===== config.mk =====
export PLATFORM = sky130hd
export DESIGN_NAME = http_status_line_parser
export DESIGN_NICKNAME = d
export VERILOG_FILES = /design/src/hdl/hsp_pkg.sv /design/src/hdl/hsp_queue.sv /design/src/hdl/hsp_front.sv /design/src/hdl/hsp_back.sv /design/src/hdl/http_status_line_parser.sv
export SDC_FILE = /design/constraint.sdc
export NUM_CORES = 1
export LEC_CHECK = 0
export BUFFER_PORTS_ARGS = -buffer_cell sky130_fd_sc_hd__buf_2
export CAP_MARGIN = 20
export CORE_ASPECT_RATIO = 0.6
export CORE_MARGIN = 2
export CORE_UTILIZATION = 45
export CTS_BUF_LIST = sky130_fd_sc_hd__clkbuf_4 sky130_fd_sc_hd__clkbuf_8
export DETAILED_ROUTE_END_ITERATION = 16
export PLACE_DENSITY = 0.73
export SYNTH_ARGS = -nofsm -noshare
export SYNTH_HDL_FRONTEND = slang
export SYNTH_HIERARCHICAL = 1
export SYNTH_SLANG_ARGS = --single-unit

===== constraint.sdc =====
create_clock -name clk -period 3.3 [get_ports clk]
set_clock_uncertainty 0.2 [all_clocks]
set_input_delay 0.33 -clock clk [delete_from_list [all_inputs] [get_ports clk]]
set_output_delay 0.33 -clock clk [all_outputs]
set_load 0.005 [all_outputs]

===== src/hdl/hsp_pkg.sv =====
// ----------------------------------------------------------------------------
// HTTP status line parser package
// Byte classes, queue item and result types, and shared constants.
// ----------------------------------------------------------------------------
`default_nettype none

package hsp_pkg;

  localparam int MAX_BUFFER_BYTES_DEF = 4096;
  localparam int QUEUE_DEPTH_DEF      = 4;
  localparam int REASON_START         = 13;

  localparam logic [7:0] CHAR_H     = 8'h48;
  localparam logic [7:0] CHAR_T     = 8'h54;
  localparam logic [7:0] CHAR_P     = 8'h50;
  localparam logic [7:0] CHAR_SLASH = 8'h2F;
  localparam logic [7:0] CHAR_DOT   = 8'h2E;
  localparam logic [7:0] CHAR_SPACE = 8'h20;
  localparam logic [7:0] CHAR_CR    = 8'h0D;
  localparam logic [7:0] CHAR_LF    = 8'h0A;
  localparam logic [7:0] CHAR_ZERO  = 8'h30;
  localparam logic [7:0] CHAR_NINE  = 8'h39;

  typedef enum logic [3:0] {
    CLS_OTHER,
    CLS_H,
    CLS_T,
    CLS_P,
    CLS_SLASH,
    CLS_DOT,
    CLS_SPACE,
    CLS_CR,
    CLS_LF,
    CLS_DIGIT
  } hsp_class_t;

  typedef struct packed {
    hsp_class_t  cls;
    logic [3:0]  digit;
    logic        last;
  } hsp_item_t;

  typedef struct packed {
    logic [11:0] headers_length;
    logic [12:0] headers_offset;
    logic [11:0] reason_length;
    logic [9:0]  resp_code;
    logic        ok;
  } hsp_result_t;

endpackage

`default_nettype wire


===== src/hdl/hsp_queue.sv =====
// ----------------------------------------------------------------------------
// HTTP status line parser queue
// Small flip-flop FIFO between the classifier and the parse engine.
// ----------------------------------------------------------------------------
`default_nettype none

module hsp_queue #(
  parameter int WIDTH = 9,
  parameter int DEPTH = 4
) (
  input  wire logic             clk,
  input  wire logic             rst,
  input  wire logic             push,
  input  wire logic [WIDTH-1:0] push_data,
  output logic                  full,
  input  wire logic             pop,
  output logic [WIDTH-1:0]      pop_data,
  output logic                  not_empty
);

  localparam int PTR_W = (DEPTH > 1) ? $clog2(DEPTH) : 1;
  localparam int CNT_W = $clog2(DEPTH + 1);

  logic [WIDTH-1:0] mem [DEPTH];
  logic [PTR_W-1:0] wr_ptr;
  logic [PTR_W-1:0] rd_ptr;
  logic [CNT_W-1:0] count;
  logic             do_push;
  logic             do_pop;

  assign full      = (count == CNT_W'(DEPTH));
  assign not_empty = (count != '0);
  assign do_push   = push && !full;
  assign do_pop    = pop && not_empty;
  assign pop_data  = mem[rd_ptr];

  always_ff @(posedge clk) begin
    if (do_push) begin
      mem[wr_ptr] <= push_data;
    end
  end

  always_ff @(posedge clk) begin
    if (rst) begin
      wr_ptr <= '0;
      rd_ptr <= '0;
      count  <= '0;
    end else begin
      if (do_push) begin
        wr_ptr <= (wr_ptr == PTR_W'(DEPTH - 1)) ? '0 : wr_ptr + PTR_W'(1);
      end
      if (do_pop) begin
        rd_ptr <= (rd_ptr == PTR_W'(DEPTH - 1)) ? '0 : rd_ptr + PTR_W'(1);
      end
      if (do_push && !do_pop) begin
        count <= count + CNT_W'(1);
      end else if (do_pop && !do_push) begin
        count <= count - CNT_W'(1);
      end
    end
  end

endmodule

`default_nettype wire


===== src/hdl/hsp_front.sv =====
// ----------------------------------------------------------------------------
// HTTP status line parser front end
// Accept input bytes and classify each into a token for the parse engine.
// ----------------------------------------------------------------------------
`default_nettype none

module hsp_front (
  input  wire logic             s_tvalid,
  output logic                  s_tready,
  input  wire logic [7:0]       s_tdata,
  input  wire logic             s_tlast,
  output logic                  push,
  output hsp_pkg::hsp_item_t    push_item,
  input  wire logic             queue_full
);

  import hsp_pkg::*;

  hsp_class_t cls;

  always_comb begin
    case (s_tdata)
      CHAR_H:     cls = CLS_H;
      CHAR_T:     cls = CLS_T;
      CHAR_P:     cls = CLS_P;
      CHAR_SLASH: cls = CLS_SLASH;
      CHAR_DOT:   cls = CLS_DOT;
      CHAR_SPACE: cls = CLS_SPACE;
      CHAR_CR:    cls = CLS_CR;
      CHAR_LF:    cls = CLS_LF;
      default: begin
        if (s_tdata >= CHAR_ZERO && s_tdata <= CHAR_NINE) begin
          cls = CLS_DIGIT;
        end else begin
          cls = CLS_OTHER;
        end
      end
    endcase
  end

  assign s_tready        = !queue_full;
  assign push            = s_tvalid && !queue_full;
  assign push_item.cls   = cls;
  assign push_item.digit = s_tdata[3:0];
  assign push_item.last  = s_tlast;

endmodule

`default_nettype wire


===== src/hdl/hsp_back.sv =====
// ----------------------------------------------------------------------------
// HTTP status line parser engine
// Walk the status line phases over classified items and build the result.
// ----------------------------------------------------------------------------
`default_nettype none

module hsp_back #(
  parameter int MAX_BUFFER_BYTES = hsp_pkg::MAX_BUFFER_BYTES_DEF
) (
  input  wire logic               clk,
  input  wire logic               rst,
  input  wire logic               item_valid,
  input  hsp_pkg::hsp_item_t      item,
  output logic                    pop,
  output logic                    m_tvalid,
  input  wire logic               m_tready,
  output hsp_pkg::hsp_result_t    result
);

  import hsp_pkg::*;

  localparam int POS_W  = $clog2(MAX_BUFFER_BYTES + 1);
  localparam int CALC_W = (POS_W > 13) ? POS_W : 13;

  typedef enum logic [5:0] {
    PH_PREFIX  = 6'b000001,
    PH_VERSION = 6'b000010,
    PH_CODE    = 6'b000100,
    PH_REASON  = 6'b001000,
    PH_LF      = 6'b010000,
    PH_HEADERS = 6'b100000
  } phase_t;

  phase_t            phase;
  phase_t            phase_next;
  logic [POS_W-1:0]  position;
  logic [9:0]        code_acc;
  logic [9:0]        code_acc_next;
  logic [POS_W-1:0]  line_end;
  logic [POS_W-1:0]  line_end_next;
  logic              failed;
  logic              failed_next;
  logic              slot_free;
  logic              parse_ok;
  logic [CALC_W-1:0] hoff;
  logic [CALC_W-1:0] rlen;
  logic [CALC_W-1:0] hlen;

  assign slot_free = !m_tvalid || m_tready;
  assign pop       = item_valid && (!item.last || slot_free);

  always_comb begin
    phase_next    = phase;
    code_acc_next = code_acc;
    line_end_next = line_end;
    failed_next   = failed || (position == POS_W'(MAX_BUFFER_BYTES));
    if (!failed_next) begin
      case (phase)
        PH_PREFIX: begin
          if (position == POS_W'(0)) begin
            failed_next = (item.cls != CLS_H);
          end else if (position == POS_W'(1) || position == POS_W'(2)) begin
            failed_next = (item.cls != CLS_T);
          end else if (position == POS_W'(3)) begin
            failed_next = (item.cls != CLS_P);
          end else if (position == POS_W'(4)) begin
            failed_next = (item.cls != CLS_SLASH);
            phase_next  = PH_VERSION;
          end else begin
            failed_next = 1'b1;
          end
        end
        PH_VERSION: begin
          if (position == POS_W'(5) || position == POS_W'(7)) begin
            failed_next = (item.cls != CLS_DIGIT);
          end else if (position == POS_W'(6)) begin
            failed_next = (item.cls != CLS_DOT);
          end else if (position == POS_W'(8)) begin
            failed_next = (item.cls != CLS_SPACE);
            phase_next  = PH_CODE;
          end else begin
            failed_next = 1'b1;
          end
        end
        PH_CODE: begin
          if (position == POS_W'(9) || position == POS_W'(10) || position == POS_W'(11)) begin
            failed_next   = (item.cls != CLS_DIGIT);
            code_acc_next = {code_acc[6:0], 3'b000} + {code_acc[8:0], 1'b0}
                            + {6'd0, item.digit};
          end else if (position == POS_W'(12)) begin
            failed_next = (item.cls != CLS_SPACE);
            phase_next  = PH_REASON;
          end else begin
            failed_next = 1'b1;
          end
        end
        PH_REASON: begin
          if (item.cls == CLS_CR) begin
            line_end_next = position;
            phase_next    = PH_LF;
          end
        end
        PH_LF: begin
          failed_next = (item.cls != CLS_LF);
          phase_next  = PH_HEADERS;
        end
        PH_HEADERS: begin
        end
        default: begin
          failed_next = 1'b1;
        end
      endcase
    end
  end

  assign parse_ok = !failed_next && (phase_next == PH_HEADERS);
  assign hoff     = CALC_W'(line_end) + CALC_W'(2);
  assign rlen     = CALC_W'(line_end) - CALC_W'(REASON_START);
  assign hlen     = CALC_W'(position) + CALC_W'(1) - hoff;

  always_ff @(posedge clk) begin
    if (pop && item.last) begin
      result.ok             <= parse_ok;
      result.resp_code      <= parse_ok ? code_acc_next : '0;
      result.reason_length  <= parse_ok ? rlen[11:0] : '0;
      result.headers_offset <= parse_ok ? hoff[12:0] : '0;
      result.headers_length <= parse_ok ? hlen[11:0] : '0;
    end
  end

  always_ff @(posedge clk) begin
    if (rst) begin
      phase    <= PH_PREFIX;
      position <= '0;
      code_acc <= '0;
      line_end <= '0;
      failed   <= 1'b0;
      m_tvalid <= 1'b0;
    end else begin
      if (pop && item.last) begin
        m_tvalid <= 1'b1;
      end else if (m_tready) begin
        m_tvalid <= 1'b0;
      end
      if (pop) begin
        if (item.last) begin
          phase    <= PH_PREFIX;
          position <= '0;
          code_acc <= '0;
          line_end <= '0;
          failed   <= 1'b0;
        end else begin
          phase    <= phase_next;
          code_acc <= code_acc_next;
          line_end <= line_end_next;
          failed   <= failed_next;
          if (position != POS_W'(MAX_BUFFER_BYTES)) begin
            position <= position + POS_W'(1);
          end
        end
      end
    end
  end

endmodule

`default_nettype wire


===== src/hdl/http_status_line_parser.sv =====
// ----------------------------------------------------------------------------
// HTTP status line parser
// Stream a response buffer in byte by byte and report its status line.
// ----------------------------------------------------------------------------
// One byte is taken per clock cycle on the input stream while the queue has
// room, and tlast marks the final byte of a buffer. A classifier turns each
// byte into a token, a queue of QUEUE_DEPTH tokens holds them, and the parse
// engine consumes one token per cycle, so the sustained rate is one byte per
// cycle; the engine's single output register is the only point that can hold
// a buffer's last token back. The result of a buffer is registered after its
// last token leaves the queue, and stays until taken. Buffers longer than
// MAX_BUFFER_BYTES report a failed parse.
`default_nettype none

module http_status_line_parser #(
  parameter int MAX_BUFFER_BYTES = hsp_pkg::MAX_BUFFER_BYTES_DEF,
  parameter int QUEUE_DEPTH      = hsp_pkg::QUEUE_DEPTH_DEF
) (
  input  wire logic        clk,
  input  wire logic        rst,
  input  wire logic        s_tvalid,
  output logic             s_tready,
  input  wire logic [7:0]  s_tdata,   // [7:0] byte_in
  input  wire logic        s_tlast,
  output logic             m_tvalid,
  input  wire logic        m_tready,
  output logic [47:0]      m_tdata    // [0] ok, [10:1] resp_code,
                                      // [22:11] reason_length,
                                      // [35:23] headers_offset,
                                      // [47:36] headers_length
);

  import hsp_pkg::*;

  localparam int ITEM_W = $bits(hsp_item_t);

  logic        push;
  hsp_item_t   push_item;
  logic        queue_full;
  logic        pop;
  hsp_item_t   pop_item;
  logic        queue_valid;
  hsp_result_t result;

  hsp_front u_front (
    .s_tvalid   (s_tvalid),
    .s_tready   (s_tready),
    .s_tdata    (s_tdata),
    .s_tlast    (s_tlast),
    .push       (push),
    .push_item  (push_item),
    .queue_full (queue_full)
  );

  hsp_queue #(
    .WIDTH (ITEM_W),
    .DEPTH (QUEUE_DEPTH)
  ) u_queue (
    .clk       (clk),
    .rst       (rst),
    .push      (push),
    .push_data (push_item),
    .full      (queue_full),
    .pop       (pop),
    .pop_data  (pop_item),
    .not_empty (queue_valid)
  );

  hsp_back #(
    .MAX_BUFFER_BYTES (MAX_BUFFER_BYTES)
  ) u_back (
    .clk        (clk),
    .rst        (rst),
    .item_valid (queue_valid),
    .item       (pop_item),
    .pop        (pop),
    .m_tvalid   (m_tvalid),
    .m_tready   (m_tready),
    .result     (result)
  );

  assign m_tdata = result;

endmodule

`default_nettype wire


* Word-level counts from Yosys, hierarchy flattened
Memories as Yosys holds them, arrays and structs flattened. A register that Yosys moved wholly into a read port is not among the register bits.
Cells that the tools add are included.
** Word-level totals
- Word-level logic and storage cells :: 148
- Bits in registers :: 99
- Memory bits (writable) :: 36
- Memories :: 1
** Memories
- u_queue.mem :: depth 4, bits a word 9, rd ports 1, clocked after memory_dff 1, write ports 1, line hsp_queue.sv:24 : logic [WIDTH-1:0] mem [DEPTH];
** Cells by class
- Reductions and logical operators :: 32
- Eq/ne operators :: 42
- $add $sub $neg :: 10
- Order comparisons :: 2
- Mux-type cells :: 47
** Operators by type and width (number)
- 2-to-1 mux 13 bit :: 6
- 2-to-1 mux 6 bit :: 12
- == test 13 x 4 -> 1 bit, second input constant :: 5
- == test 13 x 3 -> 1 bit, second input constant :: 4
- 2-to-1 mux 10 bit :: 4
- one-hot mux 4 bit (8 select lines) :: 1
- one-hot mux 6 bit (5 select lines) :: 1
- == test 13 x 2 -> 1 bit, second input constant :: 2
- == test 8 x 6 -> 1 bit, second input constant :: 3
- == test 8 x 7 -> 1 bit, second input constant :: 3
- == test 8 x 4 -> 1 bit, second input constant :: 2
- 2-to-1 mux 1 bit :: 15
- adder 13 x 1 -> 13 bit, second input constant :: 1
- adder 13 x 2 -> 13 bit, second input constant :: 1
- == test 13 x 1 -> 1 bit, second input constant :: 1
- == test 13 bit, second input constant :: 1
- logical NOT 13 bit :: 1
- inequality test 13 bit, second input constant :: 1
- == test 6 bit, second input constant :: 2
- inequality test 4 x 3 -> 1 bit, second input constant :: 3
- subtractor 12 bit :: 1
- subtractor 12 x 4 -> 12 bit, second input constant :: 1
- adder 10 bit :: 1
- adder 10 x 4 -> 10 bit :: 1
- other kinds (29) :: 60

* Depth between registers and ports, before layout
- Word-level depth :: 9
- Gate-level depth with buffers :: 13

* Cells and area by module
Netlist, hierarchy kept.
** By module, submodules not included
- hsp_back :: cells an instance 577, seq. area each 2322.2 um^2, area an instance 5449.0 um^2, times used 1
- hsp_queue :: cells an instance 97, seq. area each 1261.2 um^2, area an instance 1813.0 um^2, times used 1
- hsp_front :: cells an instance 35, seq. area each 0.0 um^2, area an instance 244.0 um^2, times used 1

* Least setup slack after synthesis
No wires, ideal clock.
- Path type :: register -> register
- Start :: register with a tool-made name
- End :: register u_back.code_acc[8]
- Buffers on the path :: 1
- Stages on the path, launching flop included :: 12
- Arrival :: 2.966 ns
- Slack :: 0.016 ns
- Path through :: dfxtp_1 buf_2 mux4_2 fa_1 inv_1 fa_1 nor2b_1 o31a_1 o21a_1 nor2_1 xnor2_1 a32o_1
** RTL lines
- to (signal assigned) :: line hsp_back.sv:154 : code_acc <= code_acc_next;
- to (decl) :: line hsp_back.sv:37 : logic [9:0] code_acc;

==> results.sh <==
export IMPL_grt_max_degree=49
export IMPL_post_route_period_util=0.955
export IMPL_synth_edf_count=84
export IMPL_crit_slowest_cell="fa_1"
export IMPL_worst_setup_path_start_kind="flip-flop"
export IMPL_routabilityCongestion=0.943
export IMPL_setup_viol=0
export IMPL_slew_headroom=0.622
export IMPL_dr_pass1_iters=5
export IMPL_ios=63
export IMPL_rows=36
export IMPL_synth_area_leader_cell="edfxtp_1"
export IMPL_syn_avg_cell_area_um2=10.6
export IMPL_grt_pass1_vias=5080
export IMPL_final_cells=1024
export IMPL_status="completed"
export IMPL_clkLatencyLatePin_ns=0.44
export IMPL_syn_instance_count=709
export IMPL_drv_slew=0
export IMPL_syn_nets=764
export IMPL_path_cells="mux4_2 -> fa_1 -> inv_1 -> fa_2 -> nor2b_1 -> o31a_1 -> o21a_1 -> nor2_1 -> xnor2_1 -> a32o_1"
export IMPL_nets=838
export IMPL_fmax_ghz=0.317
export IMPL_worstHoldPathCells=1
export IMPL_grt_overflow=0
export IMPL_max_stage_delay_ns=0.57
export IMPL_htreeDepth=4
export IMPL_clock_path_buffers=2
export IMPL_rrSetupSlack_ns=0.15
export IMPL_ys_seq_elements=137
export IMPL_drive_gt1_frac=0.197
export IMPL_insertedDiodeCount=0
export IMPL_area_delta_synth_final_pct=14.4
export IMPL_dp_cells=988
export IMPL_die_h_um=104
export IMPL_async_reset_ff_frac=0
export IMPL_grt_pass1_wl_um=27100
export IMPL_ys_warn_count=6
export IMPL_cts_num_sinks=137
export IMPL_worst_path_buf_inv=1
export IMPL_hp_class="in2reg"
export IMPL_arrival_ns=3.28
export IMPL_start_util=0.462
export IMPL_hp_start="s_tdata[2]"
export IMPL_peakVddDrop_mv=0.368
export IMPL_die_w_um=171
export IMPL_top_layer="met4"
export IMPL_power_leakage_nw=3.29
export IMPL_cap_viol_max_count=0
export IMPL_critPathTopFamily="adder cells"
export IMPL_cts_root_buffer_cell="clkbuf_8"
export IMPL_postCtsSetupBuffers=0
export IMPL_path_max_fanout=3
export IMPL_setup_slack_ns=0.149
export IMPL_netlist_top_cells_count="89 x nor2_1, 84 x edfxtp_1, 53 x dfxtp_1, 52 x nand2_1, 38 x ha_1"
export IMPL_vias_per_cell=5.67
export IMPL_r2r_end="u_back/code_acc[8]"
export IMPL_endpoint_kind="flip-flop"
export IMPL_drc=0
export IMPL_rsz0062_at_grt="false"
export IMPL_reg2reg_from="u_queue/mem[2][4]"
export IMPL_power_density_mw_per_mm2=625
export IMPL_synth_most_common_cell="nor2_1"
export IMPL_post_place_ws_ns=0.0934
export IMPL_required_ns=3.43
export IMPL_met3_length_um=1610
export IMPL_timing_final_crit_period_ns=3.15
export IMPL_ys_types=75
export IMPL_core_mm2=0.0163
export IMPL_whs_ns=0.0500
export IMPL_antenna_found_initial=0
export IMPL_vias=5805
export IMPL_yosysSeqAreaShare=0.477
export IMPL_port_buffers=62
export IMPL_synth_area_mm2=0.00751
export IMPL_cts_made_buffers=17
export IMPL_dpl_hpwl_um=12000
export IMPL_cts_tree="built"
export IMPL_path_clk_slew_ns=0.08
export IMPL_met2_length_um=6670
export IMPL_synth_area_leaders="edfxtp_1 34%, dfxtp_1 14%, ha_1 6.3%"
export IMPL_fin_setup_tns_ns=0
export IMPL_wl_per_cell_um=16.4
export IMPL_grt_usage=0.195
export IMPL_hold_viol_final=0
export IMPL_min_to="u_queue/mem[3][3]"
export IMPL_synth_top_area_frac=0.336
export IMPL_m1WireLength_um=8380
export IMPL_synth_flop_cell="edfxtp_1"
export IMPL_critPathKind="reg2reg"
export IMPL_n_fill_cell=1427
export IMPL_dieArea_mm2=0.0178
export IMPL_drtAntennaViolNets=0
export IMPL_finalWirelength_um=16800
export IMPL_tightest_slew_ns=0.560
export IMPL_drt_iter0_markers=642
export IMPL_reg2reg_depth=10
-- layout make-up --
class	instances	area, um^2	share of cell area
clock buffers	18	248	0.0289
clock inverters	14	169	0.0197
inverters	23	113	0.0131
multi-input cells	510	3600	0.419
flip-flops and latches	137	3580	0.418
well taps	228	285	0.0332
repair buffers	94	586	0.0682
-- repair_timing --
action | 4_1_cts | 5_1_grt
hold buffers | 4 | 0
endpoints found under the hold margin | 11 | 0
resized for setup | 0 | 3
endpoints found under the setup margin | 0 | 4
-- layout by cell type (no fill, tap or decap), types with 9 or more instances in the layout --
cell      instances
nor2b_1          13
xor2_1           20
a21oi_1          34
nor2_1           89
o21ai_0          20
buf_2            62
nand3_1          19
xnor2_1          25
dfxtp_1          52
nand2_1          52
inv_1            18
edfxtp_1         84
clkbuf_8         18
mux4_2            9
nor3_1           19
o21ai_1           9
a22oi_1          23
ha_1             38
nand4_1           9
buf_4            26
-- flip-flops by register name (all words and copies together) (netlist names), named ones only --
| signal | flops |
|---|---|
| u_back/failed | 1 |
| u_back/line_end | 13 |
| u_queue/wr_ptr | 2 |
| u_queue/mem | 36 |
| u_back/position | 13 |
| u_queue/rd_ptr | 2 |
| u_queue/count | 3 |
| u_back/code_acc | 10 |
| u_back/m_tvalid | 1 |
| u_back/phase | 6 |
| u_back/result | 48 |
-- worst max-delay path by stage --
| stage | from | depth (start not counted) | endpoint | slack (ns) |
|---|---|---|---|---|
| floorplan | flip-flop | 11 | u_back/code_acc[8] | 0.02 |
| finish | u_queue/mem[2][4] | 10 | u_back/code_acc[8] | 0.15 |
| detailed placement | flip-flop | 10 | u_back/code_acc[8] | 0.09 |
| CTS | flip-flop | 10 | u_back/code_acc[8] | 0.06 |
| global route | u_queue/mem[2][4] | 10 | u_back/result[9] | 0.03 |
| global placement | flip-flop | 9 | u_back/result[10] | 0.16 |
-- worst register-to-register path, cell delays in order, from the launching register on --
cell and delay [ns]:
edfxtp_1 0.38, mux4_2 0.49, fa_1 0.58, inv_1 0.07, fa_2 0.40, nor2b_1 0.16
o31a_1 0.17, o21a_1 0.16, nor2_1 0.06, xnor2_1 0.13, a32o_1 0.25
-- per-stage QoR --
step	instance area (um^2)	utilization	total power [W]
2_1_floorplan	7510	-	0.00332
3_3_place_gp	8120	0.499	0.00389
3_5_place_dp	8120	0.499	0.00392
4_1_cts	8570	0.527	0.00539
5_1_grt	8580	0.528	0.00567
6_report	8580	0.528	0.00537
-- routing by layer --
| layer | global-route usage | up-vias |
|---|---|---|
| li1 | - | 2777 |
| met1 | 0.313 | 2758 |
| met2 | 0.246 | 252 |
| met3 | 0.0556 | 18 |
| met4 | 0.0556 | 0 |
| met5 | 0 | - |
-- cell families (layout without fill, tap and decap cells) --
logic type / Yosys count / after routing / share of synthesized area
XOR/XNOR: 45 / 45 / 0.0525
adder cells (fa/ha/maj): 42 / 42 / 0.0740
AO/OA/AOI/OAI: 148 / 148 / 0.133
flip-flops: 137 / 137 / 0.477
AND/OR/NAND/NOR: 260 / 260 / 0.184
buffers and inverters: 62 / 149 / 0.0443
multiplexers: 15 / 15 / 0.0353
-- power breakdown --
part | switching, W | internal [W]
clock network | 0.000700 | 0.000772
logic | 0.00102 | 0.000644
registers | 0.0000972 | 0.00214
total | 0.00182 | 0.00355
Note: power is estimated with default switching activity, not from simulation.
